$ cat src/rtl/core/mandelbrot_escape_time_unit_macros.svh
// Assertion macros shared by the escape-time unit.
// Files that check their own logic include this header by bare name.
`ifndef MANDELBROT_ESCAPE_TIME_UNIT_MACROS_SVH
`define MANDELBROT_ESCAPE_TIME_UNIT_MACROS_SVH

// Same-cycle implication, sampled on the rising clock, muted during reset.
`define MET_ASSERT_NOW(label, ante, cons, msg) \
	label: assert property (@(posedge clk) disable iff (!arst_n) (ante) |-> (cons)) \
		else $error(msg);

// Next-cycle implication, sampled on the rising clock, muted during reset.
`define MET_ASSERT_NEXT(label, ante, cons, msg) \
	label: assert property (@(posedge clk) disable iff (!arst_n) (ante) |=> (cons)) \
		else $error(msg);

`endif

$ cat src/rtl/core/met_pkg.sv
// Shared types, constants and helpers of the escape-time unit.
// Used by the controller, the datapath and the top level; depends on nothing.
package met_pkg;

	localparam int IMAGE_SIZE = 1024;
	localparam int FRAC_BITS  = 28;
	localparam int COORD_BITS = FRAC_BITS + 4;
	localparam int IDX_W      = 10;
	localparam int ITER_W     = 16;
	localparam int STEP_W     = 31;
	localparam int ORIGIN_W   = 32;
	localparam int GREY_W     = 8;
	localparam int OFF_W      = STEP_W + IDX_W;
	localparam int PROD_W     = 2 * COORD_BITS;
	localparam int WIDE_W     = OFF_W + 3;
	localparam int CFG_IDX_W  = 2;
	localparam int CFG_DATA_W = 32;
	localparam int IN_DATA_W  = 24;
	localparam int OUT_DATA_W = 32;

	typedef logic signed [COORD_BITS-1:0] coord_t;
	typedef logic signed [PROD_W-1:0]     prod_t;
	typedef logic signed [WIDE_W-1:0]     wide_t;

	localparam wide_t ESCAPE_LIMIT = wide_t'(4) <<< FRAC_BITS;
	localparam wide_t COORD_MAX =
		{{(WIDE_W-COORD_BITS+1){1'b0}}, {(COORD_BITS-1){1'b1}}};
	localparam wide_t COORD_MIN = ~COORD_MAX;
	// Added to a negative product so that the shift truncates toward zero.
	localparam prod_t AB_BIAS = (prod_t'(1) <<< (FRAC_BITS - 1)) - prod_t'(1);

	typedef enum logic [CFG_IDX_W-1:0] {
		CFG_ORIGIN_REAL = 2'd0,
		CFG_ORIGIN_IMAG = 2'd1,
		CFG_PIXEL_STEP  = 2'd2,
		CFG_MAX_ITER    = 2'd3
	} cfg_idx_t;

	typedef enum logic [4:0] {
		ST_IDLE  = 5'b00001,
		ST_POINT = 5'b00010,
		ST_MUL   = 5'b00100,
		ST_STEP  = 5'b01000,
		ST_DONE  = 5'b10000
	} state_t;

	typedef struct packed {
		logic capture;
		logic point;
		logic mul;
		logic update;
		logic load_out;
	} dp_cmd_t;

	typedef struct packed {
		logic limit_zero;
		logic escape;
		logic last_iter;
		logic out_busy;
	} dp_status_t;

	// Clamp a wide intermediate to the signed coordinate range.
	function automatic coord_t sat_coord(input wide_t v);
		priority if (v > COORD_MAX) begin
			return COORD_MAX[COORD_BITS-1:0];
		end else if (v < COORD_MIN) begin
			return COORD_MIN[COORD_BITS-1:0];
		end else begin
			return v[COORD_BITS-1:0];
		end
	endfunction

endpackage

$ cat src/rtl/core/met_ctrl.sv
// Sequencer of the escape-time unit: walks one pixel through point setup,
// the multiply and update steps of each iteration, and result hand-off. Uses met_pkg.
module met_ctrl
	import met_pkg::*;
(
	input  logic       clk,
	input  logic       arst_n,
	input  logic       in_valid,
	output logic       in_ready,
	input  dp_status_t status,
	output dp_cmd_t    cmd
);

	state_t state_q, state_nxt;

	always_ff @(posedge clk or negedge arst_n) begin
		if (!arst_n) begin
			state_q <= ST_IDLE;
		end else begin
			state_q <= state_nxt;
		end
	end

	always_comb begin
		state_nxt = state_q;
		cmd       = '0;
		in_ready  = 1'b0;
		unique case (state_q)
			ST_IDLE: begin
				in_ready    = 1'b1;
				cmd.capture = in_valid;
				if (in_valid) begin
					state_nxt = ST_POINT;
				end
			end
			ST_POINT: begin
				cmd.point = 1'b1;
				state_nxt = status.limit_zero ? ST_DONE : ST_MUL;
			end
			ST_MUL: begin
				cmd.mul   = 1'b1;
				state_nxt = ST_STEP;
			end
			ST_STEP: begin
				if (status.escape) begin
					state_nxt = ST_DONE;
				end else begin
					cmd.update = 1'b1;
					state_nxt  = status.last_iter ? ST_DONE : ST_MUL;
				end
			end
			ST_DONE: begin
				if (!status.out_busy) begin
					cmd.load_out = 1'b1;
					state_nxt    = ST_IDLE;
				end
			end
			default: begin
				state_nxt = ST_IDLE;
			end
		endcase
	end

endmodule

$ cat config.mk
export PLATFORM = sky130hd
export DESIGN_NAME = met_ctrl
export DESIGN_NICKNAME = d
export VERILOG_FILES = /design/src/rtl/core/mandelbrot_escape_time_unit_macros.svh /design/src/rtl/core/met_pkg.sv /design/src/rtl/core/met_ctrl.sv
export SDC_FILE = /design/constraint.sdc
export NUM_CORES = 1
export LEC_CHECK = 0
export BUFFER_PORTS_ARGS = -buffer_cell sky130_fd_sc_hd__buf_4
export CAP_MARGIN = 40
export CORE_AREA = 2 2 39 41
export CTS_CLUSTER_SIZE = 30
export DETAILED_ROUTE_END_ITERATION = 12
export DIE_AREA = 0 0 41 43
export GPL_TIMING_DRIVEN = 0
export PLACE_DENSITY = 0.53
export SYNTH_ARGS = -nofsm -noshare
export SYNTH_HDL_FRONTEND = slang
export SYNTH_SLANG_ARGS = --single-unit
$ cat constraint.sdc
create_clock -name clk -period 2.14 [get_ports clk]
set_clock_uncertainty 0.2 [all_clocks]
set_input_delay 0.214 -clock clk [delete_from_list [all_inputs] [get_ports clk]]
set_output_delay 0.214 -clock clk [all_outputs]
set_load 0.02 [all_outputs]
; After elaboration in Yosys (flattened, before gate mapping)
; Index checks and enable logic that the tools add are counted.
[totals]
ff_bits = 5
latch_bits = 0
ramBits = 0
romBits = 0
inputBits = 7
out_inout_bits = 6
elab_cells = 23
n_memories = 0
[op_classes]
addsub = 0
n_mul = 0
n_div = 0
n_lt_le_gt_ge = 0
n_eq_ne = 7
n_shift = 0
n_mux = 14
n_bitwise = 0
reduce_logical = 1
[ops]
columns = cell, count
row1 = 5-bit two-way mux, 5
row2 = 5-bit case mux with 5 select lines, 1
row3 = 1-bit two-way mux, 8
row4 = "5-bit by 1-bit == test with 1-bit output, second input constant", 1
row5 = "5-bit by 2-bit == test with 1-bit output, second input constant", 1
row6 = "5-bit by 3-bit == test with 1-bit output, second input constant", 1
row7 = "5-bit by 4-bit == test with 1-bit output, second input constant", 1
row8 = "5-bit == test, second input constant", 1
row9 = "2-bit inequality test, second input constant", 2
row10 = 2-bit AND reduction, 1

; Depth between registers and ports, before layout
; Gate-level depths: netlist of the first run.
[depth]
ltp_word = 3
mapped_depth = 4
depth_no_buf = 4

; Worst setup path after synthesis of the first run
; Ideal clock, no wire load.
[synth_path]
path_kind = register to register
startpoint = reg state_q[1]
endpoint = reg state_q[0]
setup_time_ns = 0.077
arrival_time_ns = 1.732
t_required_ns = 1.863
path_slack_ns = 0.131
path_stages_with_launch = 5
n_path_buf = 0
path_cell_list = dfrtp_1 or3_4 nor3b_1 nor4_1 o21a_1
[synth_via]
elab_chain_cells = 3
elab_cells_between_ends = 9
[synth_lines]
columns = element, line_no
row1 = from (decl), met_ctrl.sv:14  ; state_t state_q, state_nxt;
row2 = from (signal assigned), met_ctrl.sv:20  ; state_q <= state_nxt;
row3 = 5-bit == test / 5-bit by 1-bit == test with 1-bit output (equally long branches), met_ctrl.sv:28  ; unique case (state_q)
row4 = 2-bit inequality test (no source line), --
row5 = 2-bit AND reduction (no source line), --
; Parallel ways exist; a longest one is shown, timed or not.
; A chain may end at the register's enable or synchronous reset.

==> summary.md, run 1 <==
| Metric | Value |
|---|---|
| Status | `finished, final reports clean` |
| Non-Filler Instances | `68` |
| Post-route DRC | `0` |
| 1st-iter DRT viols | `10` |
| Area Overhead vs Synth | `73.22%` |
| GRT Total Usage | `0.09909` |
| Placed cells | `57` |
| Final ANT Viol Nets | `0` |
| Largest Register | `state_q` |
| Crit path capture type | `output pin` |
| Drt total wl | `690 µm` |
| Cell Chain, Critical Path | `or3_4 > or3b_4 > nor2_2 > buf_4` |
| Mapped Nets | `36` |
| Die Ht | `43 µm` |
| Initial core utilization | `0.2161` |
| IO Count | `13` |
| Peak supply drop | `0.4034 mV` |
| Total Nets Final | `60` |
| Largest regs | `state_q x5` |
| Global route overflow | `0` |
| CTS Root Buffer Type | `clkbuf_4` |
| Final slew viol count | `0` |
| Final GP Congestion | `0.6512` |
| Antenna diodes | `0` |
| Core Rows | `14` |
| Final worst slack | `0.04098 ns` |
| Crit path max fanout | `4` |
| Max stage delay on crit path | `0.41 ns` |
| Routed len/inst | `10.15 µm` |
| Clock Latency Late Sink | `0.24 ns` |
| CTS tree | `done` |
| Mapped Cells | `29` |
| Setup WS pre-CTS | `0.2708 ns` |
| Initial antenna violation count | `0` |
| CTS sink count | `5` |
| Die width | `41 µm` |
| First-pass GRT wire length | `1.048 mm` |
| Pleak | `0.2263 nW` |
| Rel. slew slack | `0.7918` |
| Clk slew on worst S/H paths | `0.04 ns` |
| Cell at the slowest stage of the critical path | `dfrtp_1` |
| Post-synthesis sequential area ratio | `0.4226` |
| Tightest Pin Transition | `0.3109 ns` |
| CP Class | `flop to output pin` |
| Worst path bufs/invs | `1` |
| Pre-antenna DRT Iters | `4` |
| Clock Tree Buf Depth | `2` |
| Final core utilization | `0.3743` |
| Hold Crit Class | `primary input to asynchronous set/reset pin` |
| Number of buffers created by CTS | `3` |
| Post-DP HPWL | `488 µm` |
| Largest delay share family, worst path | `simple AND/OR/NAND/NOR gates` |
| Pin count of the biggest net entering global routing | `7` |
| Setup violations, final | `0` |
| Ratio of cells with drive above 1 in the final layout | `0.5192` |
| # H-tree levels | `1` |
| Library cells used by synthesis | `17` |
| Largest register FFs | `5` |
| Setup_tns | `0 ns` |
| Pwr/cell area | `1048 nW/µm²` |
| CP arrival | `1.69 ns` |
| Fin Hold WS | `0.1156 ns` |
| DIE AREA | `1763 µm²` |
| Vias per cell | `4.309` |
| Vias in the first global route | `258` |
| WP data required | `1.73 ns` |
| Nature of the critical path startpoint | `flop` |
| Register-to-Register Setup Slack | `0.30 ns` |
| RSZ-0062 raised after global routing | `yes` |
| Fmax | `0.4764 GHz` |
| Core box area | `1384 µm²` |
| Tcrit/Tclk final | `0.9809` |
| Maximum capacitance violations | `0` |
| Fin crit period | `2.099 ns` |
| Number of I/O port buffers | `12` |
| Vias | `293` |
| Final hold viol count | `0` |
| Cell Area, Synth | `299.0 µm²` |
| Ys Warns | `0` |
| Syn Area/Cell | `10.31 µm²` |
| Synthesized flop and latch total | `5` |
-- layout make-up --
type / instances / area (µm²)
fillers: 137 / 865.8
clock buffers: 4 / 26.28
flip-flops and latches: 5 / 127.6
well taps: 16 / 20.02
multi-input cells: 23 / 185.2
inverters: 1 / 3.754
repair buffers: 19 / 155.1
-- synth_stat cells --
library cell,instances,area share
or3_4,2,0.075
o21a_1,1,0.025
nand4_1,1,0.021
nand3_1,2,0.033
nor4_1,1,0.021
or3b_1,1,0.029
dfrtp_1,4,0.33
dfstp_2,1,0.088
and2b_1,1,0.025
nor2_1,4,0.050
o32ai_2,1,0.054
nand2_1,1,0.013
nor3b_1,3,0.075
inv_1,1,0.013
o21ai_0,1,0.017
nor3b_2,2,0.084
and2_1,2,0.042
-- worst register-to-register path: stages (launching register included) --
cell     delay [ns]
dfrtp_1        0.41
or3_4          0.39
or3b_4         0.42
buf_4          0.14
o32ai_2        0.18
-- cell usage in the layout (no fill, tap or decap) --
master / n
and2_1: 2
o21a_1: 1
nand2_1: 1
nand4_1: 1
dfrtp_1: 3
clkbuf_1: 1
nor3b_4: 1
clkbuf_4: 3
nand3_1: 2
dfrtp_2: 1
dlygate4sd3_1: 5
nor2_2: 1
or3_4: 2
or3b_4: 1
o21ai_0: 1
dfstp_2: 1
nor4_1: 1
nor3b_2: 2
and2b_1: 1
o32ai_2: 1
buf_4: 14
nor2_1: 3
inv_1: 1
nor3b_1: 2
-- final timing paths --
check | startpoint | end | depth (start not counted)
min in group clk | status[0] | state_q[4] | 3
max in group asynchronous | arst_n | state_q[0] | 2
setup / recovery | state_q[1] | cmd[1] | 4
setup reg to reg | state_q[1] | state_q[2] | 4
hold reg to reg | state_q[3] | state_q[3] | 1
hold / removal | arst_n | state_q[1] | 2
-- repair_timing --
item	CTS	global route
hold buffers	5	0
setup buffers	0	2
setup endpoints to repair	0	2
resized for setup	0	5
endpoints found under the hold margin	7	0
-- per-layer routing --
| metal | track usage | vias up | part of all wire |
|---|---|---|---|
| met3 | 0.03141 | 0 | 0.041 |
| met1 | 0.1151 | 132 | 0.48 |
| met5 | 0 | - | 0 |
| li1 | - | 151 | - |
| met2 | 0.1219 | 10 | 0.48 |
| met4 | 0.1200 | 0 | 0 |
-- through the flow --
| stage | total power, mW | instance area (µm²) |
|---|---|---|
| after global routing | 0.5788 | 518.0 |
| after detailed placement | 0.3917 | 409.1 |
| after floorplan | 0.3153 | 299.0 |
| final | 0.5427 | 518.0 |
| after CTS | 0.5103 | 485.5 |
| after global placement | 0.3929 | 409.1 |
-- logic make-up (layout without fill, tap and decap cells) --
group / after synthesis / in the layout / share of synthesized area
flip-flops: 5 / 5 / 0.4226
AO/OA/AOI/OAI: 3 / 3 / 0.09624
buffers and inverters: 1 / 24 / 0.01254
AND/OR/NAND/NOR: 20 / 20 / 0.4686
-- power breakdown --
part / switching, mW / total [mW] / internal, mW
combinational: 0.125 / 0.277 / 0.152
sequential: 0.0297 / 0.157 / 0.127
clock: 0.0379 / 0.108 / 0.0704
total: 0.193 / 0.543 / 0.350
Note: power is estimated with default switching activity, not from simulation.
==> inputs of run 2 (changes only) <==
==> constraint.sdc (replaced) <==
create_clock -name clk -period 2.14 [get_ports clk]
set_clock_uncertainty 0.2 [all_clocks]
set_input_delay 0.321 -clock clk [delete_from_list [all_inputs] [get_ports clk]]
set_output_delay 0.321 -clock clk [all_outputs]
set_load 0.02 [all_outputs]
==> run 2 against run 1 <==
Against the previous run: register-to-register slack worse by 0.06 ns; highest routed layer unchanged; sequential power down 9%; wire length up 16%; largest cell class unchanged; global-route usage up 0.51 points; critical endpoint unchanged; clock power about the same; non-clock buffer count up 4; critical path type unchanged; critical path depth unchanged; final cell count up 5.9%.
==> summary.md, run 2 (same netlist as run 1, synthesis figures left out) <==
| Metric | Value |
|---|---|
| Max stage delay on crit path | `0.40 ns` |
| Setup violations, final | `0` |
| Clock Tree Buf Depth | `2` |
| Largest delay share family, worst path | `simple AND/OR/NAND/NOR gates` |
| Cell at the slowest stage of the critical path | `dfrtp_1` |
| Antenna diodes | `0` |
| Worst path bufs/invs | `1` |
| Core Rows | `14` |
| Largest register FFs | `5` |
| Pin count of the biggest net entering global routing | `7` |
| DIE AREA | `1763 µm²` |
| RSZ-0062 raised after global routing | `yes` |
| Register-to-Register Setup Slack | `0.24 ns` |
| Final worst slack | `0.03176 ns` |
| Peak supply drop | `0.5100 mV` |
| Largest regs | `state_q x5` |
| Hold Crit Class | `primary input to flop` |
| CTS sink count | `5` |
| Commonest non-fill, non-tap cell in the layout | `buf_4` |
| Number of buffers created by CTS | `3` |
| Crit path capture type | `output pin` |
| Fin crit period | `2.108 ns` |
| CP Class | `flop to output pin` |
| Maximum capacitance violations | `0` |
| Post-DP HPWL | `488 µm` |
| Vias per cell | `4.347` |
| Pre-antenna DRT Iters | `4` |
| WP data required | `1.62 ns` |
| Clk slew on worst S/H paths | `0.04 ns` |
| Initial antenna violation count | `0` |
| Initial core utilization | `0.2161` |
| Final core utilization | `0.3969` |
| First-pass GRT wire length | `1.117 mm` |
| CTS tree | `done` |
| Routed len/inst | `11.07 µm` |
| Fin Hold WS | `0.07006 ns` |
| Rel. slew slack | `0.8011` |
| GRT Total Usage | `0.1041` |
| Tcrit/Tclk final | `0.9852` |
| Post-route DRC | `0` |
| # H-tree levels | `1` |
| Vias in the first global route | `275` |
| Ratio of cells with drive above 1 in the final layout | `0.6071` |
| 1st-iter DRT viols | `5` |
| Die width | `41 µm` |
| IO Count | `13` |
| Area Overhead vs Synth | `83.68%` |
| CTS Root Buffer Type | `clkbuf_4` |
| Largest Register | `state_q` |
| Core box area | `1384 µm²` |
| Final GP Congestion | `0.6512` |
| Drt total wl | `797 µm` |
| Vias | `313` |
| Global route overflow | `0` |
| Final ANT Viol Nets | `0` |
| Die Ht | `43 µm` |
| Fmax | `0.4743 GHz` |
| Status | `finished, final reports clean` |
| Pleak | `0.2531 nW` |
| Tightest Pin Transition | `0.2970 ns` |
| Final hold viol count | `0` |
| Pwr/cell area | `1147 nW/µm²` |
| Commonest cells after routing, fill and taps aside | `20 x buf_4, 4 x dfrtp_1, 3 x nor2_1, 3 x clkbuf_4` |
| Crit path max fanout | `3` |
| Fillcell total | `138` |
| Nature of the critical path startpoint | `flop` |
| Final slew viol count | `0` |
| Number of I/O port buffers | `12` |
| Cell Chain, Critical Path | `or3_4 > or3b_4 > nor2_4 > buf_6` |
| Total Nets Final | `64` |
| Clock Latency Late Sink | `0.24 ns` |
| Setup WS pre-CTS | `0.1638 ns` |
| CP arrival | `1.59 ns` |
-- run 2: changes by cell type in the layout (fill, tap and decap cells not counted) --
cell / previous run / this run
nor2_4: 0 / 1
dlygate4sd3_1: 5 / 1
buf_6: 0 / 2
dfrtp_1: 3 / 4
buf_4: 14 / 20
dfrtp_2: 1 / 0
nor2_2: 1 / 0
-- run 2: timing repair --
| item | in CTS | in global routing |
|---|---|---|
| setup endpoints to repair | 2 | 2 |
| gates resized for setup | 3 | 4 |
| buffers inserted | 5 | 5 |
| endpoints found under the hold margin | 5 | 0 |
| pin swaps | 5 | 3 |
| hold buffers | 1 | 0 |
-- run 2: layout make-up --
class                           count  area [µm²]  area share
Sequential cell                     5       126.4      0.2301
Clock buffer                        4       26.28     0.04784
Timing Repair Buffer               23       182.7      0.3326
Tap cell                           16       20.02     0.03645
Multi-Input combinational cell     23       190.2      0.3462
Inverter                            1       3.754    0.006834
-- run 2: metal layers --
layer,vias to the layer above,part of all wire,track usage
li1,160,-,-
met1,147,0.37,0.1151
met2,6,0.60,0.1469
met3,0,0.030,0.01571
met4,0,0,0.1200
met5,-,0,0
-- run 2: stage by stage --
stage | area [µm²] | TNS (ns) | power, mW | instances
after floorplan | 299.0 | 0 | 0.3153 | 29
after global placement | 409.1 | 0 | 0.3929 | 57
after detailed placement | 409.1 | 0 | 0.3917 | 57
after CTS | 496.7 | -0.03253 | 0.5712 | 67
after global routing | 549.3 | -0.04392 | 0.6705 | 72
final | 549.3 | 0 | 0.6302 | 72
-- run 2: worst paths after layout --
kind	startpoint	endpoint	cells past startpoint
worst min register to register	state_q[3]	state_q[3]	1
worst max-delay path	state_q[4]	cmd[1]	4
min in group asynchronous	arst_n	state_q[3]	2
worst min-delay path	status[3]	state_q[2]	2
max in group asynchronous	arst_n	state_q[0]	2
worst max register to register	state_q[4]	state_q[2]	5
-- run 2: worst reg2reg max path, stage by stage, from the launching register on --
cell	delay (ns)
dfrtp_1	0.40
or3_4	0.34
or3b_4	0.40
buf_4	0.14
buf_4	0.12
o32ai_2	0.20
-- run 2: power breakdown --
| group | leakage, nW | switching, mW | total [mW] | internal [mW] |
|---|---|---|---|---|
| registers | 0.0651 | 0.0162 | 0.143 | 0.126 |
| logic | 0.173 | 0.162 | 0.379 | 0.217 |
| clock network | 0.0150 | 0.0380 | 0.108 | 0.0705 |
==> inputs of run 3 (changes only) <==
--- a/config.mk
+++ b/config.mk
@@ -8,6 +8,7 @@
 export BUFFER_PORTS_ARGS = -buffer_cell sky130_fd_sc_hd__buf_4
 export CAP_MARGIN = 40
 export CORE_AREA = 2 2 39 41
+export CTS_BUF_LIST = sky130_fd_sc_hd__clkbuf_2 sky130_fd_sc_hd__clkbuf_4 sky130_fd_sc_hd__clkbuf_8
 export CTS_CLUSTER_SIZE = 30
 export DETAILED_ROUTE_END_ITERATION = 12
 export DIE_AREA = 0 0 41 43
==> run 3 against run 2 <==
Against the previous run: hold slack worse by 0.0013 ns; final cell count unchanged; worst setup slack worse by 0.0013 ns; clock-buffer cell count unchanged; sequential power about the same; non-clock buffer count unchanged; sequential share of layout area down 0.16 points; total power up 2.1%; maximum frequency about the same; critical path type unchanged.
==> summary.md, run 3 (same netlist as run 1, synthesis figures left out) <==
| Metric | Value |
|---|---|
| Fmax | `0.4740 GHz` |
| Commonest non-fill, non-tap cell in the layout | `buf_4` |
| Die Ht | `43 µm` |
| Placement Cell Area | `409.1 µm²` |
| Nature of the critical path startpoint | `flop` |
| Final hold viol count | `0` |
| Pwr/cell area | `1163 nW/µm²` |
| CTS sink count | `5` |
| Routed len/inst | `11.10 µm` |
| DIE AREA | `1763 µm²` |
| Final core utilization | `0.3996` |
| Drt total wl | `799 µm` |
| Vias per cell | `4.361` |
| Fin crit period | `2.109 ns` |
| Area Overhead vs Synth | `84.94%` |
| Status | `finished, final reports clean` |
| CTS tree | `done` |
| Post-DP HPWL | `488 µm` |
| Final ANT Viol Nets | `0` |
| Global route overflow | `0` |
| Die width | `41 µm` |
| Post-route DRC | `0` |
| Clock Latency Late Sink | `0.24 ns` |
| Pin count of the biggest net entering global routing | `7` |
| WL met3 | `24 µm` |
| Pint | `0.4266 mW` |
| GRT Total Usage | `0.1041` |
| First-pass GRT wire length | `1.117 mm` |
| Commonest cells after routing, fill and taps aside | `20 x buf_4, 4 x clkbuf_4, 4 x dfrtp_1, 3 x nor2_1` |
| Number of I/O port buffers | `12` |
| Crit path max fanout | `3` |
| Worst reg2reg path depth | `5` |
| Largest regs | `state_q x5` |
| Gate power share | `0.589` |
| Switching share of power | `0.3370` |
| CTS Root Buffer Type | `clkbuf_4` |
| Antenna diodes | `0` |
| CP arrival | `1.59 ns` |
| Initial antenna violation count | `0` |
| Clk slew on worst S/H paths | `0.04 ns` |
| Pleak | `0.2565 nW` |
| Vias in the first global route | `275` |
| WP data required | `1.62 ns` |
| CP Class | `flop to output pin` |
| Fillcell total | `136` |
| Hold Path Depth | `2` |
| Number of buffers created by CTS | `3` |
| Pre-antenna DRT Iters | `4` |
| Uppermost layer routed | `met3` |
| Total Nets Final | `64` |
| Ratio of cells with drive above 1 in the final layout | `0.6250` |
| Final slew viol count | `0` |
| Clock Tree Buf Depth | `2` |
| Largest register FFs | `5` |
| Core Rows | `14` |
| Setup violations, final | `0` |
| Maximum capacitance violations | `0` |
| Vias | `314` |
| Wire length on met2 | `475 µm` |
| Sequential power share | `0.222` |
| P_sw | `0.2168 mW` |
| Peak supply drop | `0.5529 mV` |
| Initial core utilization | `0.2161` |
| RSZ-0062 raised after global routing | `yes` |
| Final GP Congestion | `0.6512` |
| IO Count | `13` |
| Tcrit/Tclk final | `0.9857` |
| Largest Register | `state_q` |
| Crit path capture type | `output pin` |
| Fin area | `553.0 µm²` |
| # H-tree levels | `1` |
| Clock share of power | `0.189` |
| Rel. slew slack | `0.8010` |
| Wire length on met1 | `298 µm` |
| Core box area | `1384 µm²` |
| Tightest Pin Transition | `0.2972 ns` |
| Hold Crit Class | `primary input to flop` |
| 1st-iter DRT viols | `4` |
==> run 3: layer usage <==
layer / global-route usage / vias to the layer above
met5: 0 / -
met3: 0.01571 / 0
met1: 0.1151 / 148
met2: 0.1469 / 6
met4: 0.1200 / 0
li1: - / 160
==> run 3: worst max-delay path, cell delays in order, from the launching register on <==
cell,delay (ns)
dfrtp_1,0.40
or3_4,0.34
or3b_4,0.40
nor2_4,0.09
buf_6,0.12
==> run 3: metrics by stage <==
stage / hold WS [ns] / total power, mW / setup TNS [ns] / setup slack (ns) / std cells
2_1_floorplan: -0.1746 / 0.3153 / 0 / 0.07353 / 29
3_3_place_gp: -0.07470 / 0.3929 / 0 / 0.1558 / 57
3_5_place_dp: -0.07258 / 0.3917 / 0 / 0.1638 / 57
4_1_cts: 0.05551 / 0.5859 / -0.03703 / -0.03703 / 67
5_1_grt: 0.06698 / 0.6849 / -0.04541 / -0.02346 / 72
6_report: 0.06881 / 0.6434 / 0 / 0.03051 / 72
==> run 3: final timing paths <==
path                       startpoint    endpoint  slack, ns
max                        state_q[4]      cmd[1]       0.03
min                         status[3]  state_q[2]       0.07
max reg2reg                state_q[4]  state_q[2]       0.24
min reg2reg                state_q[3]  state_q[3]       0.34
max in group asynchronous      arst_n  state_q[0]       1.32
min in group asynchronous      arst_n  state_q[3]       0.22
==> run 3: power groups by stage <==
stage / clock, mW / combinational, mW / sequential, mW
6_report: 0.122 / 0.379 / 0.143
5_1_grt: 0.132 / 0.406 / 0.147
4_1_cts: 0.127 / 0.317 / 0.142
3_5_place_dp: 0 / 0.237 / 0.154
3_3_place_gp: 0 / 0.237 / 0.155
2_1_floorplan: 0 / 0.166 / 0.149
==> run 3: area by class of cell <==
cell class / instances / area [µm²] / area share
Clock buffer: 4 / 30.03 / 0.05430
Multi-Input combinational cell: 23 / 190.2 / 0.3439
Timing Repair Buffer: 23 / 182.7 / 0.3303
Tap cell: 16 / 20.02 / 0.03620
Sequential cell: 5 / 126.4 / 0.2285
Inverter: 1 / 3.754 / 0.006787
==> run 3: what timing repair did <==
| item | 4_1_cts | 5_1_grt |
|---|---|---|
| hold buffers | 1 | 0 |
| pin swaps | 5 | 3 |
| setup buffers | 5 | 5 |
| setup endpoints to repair | 2 | 2 |
| gates resized for setup | 3 | 4 |
| hold endpoints to repair | 5 | 0 |
| cloned | 0 | 0 |
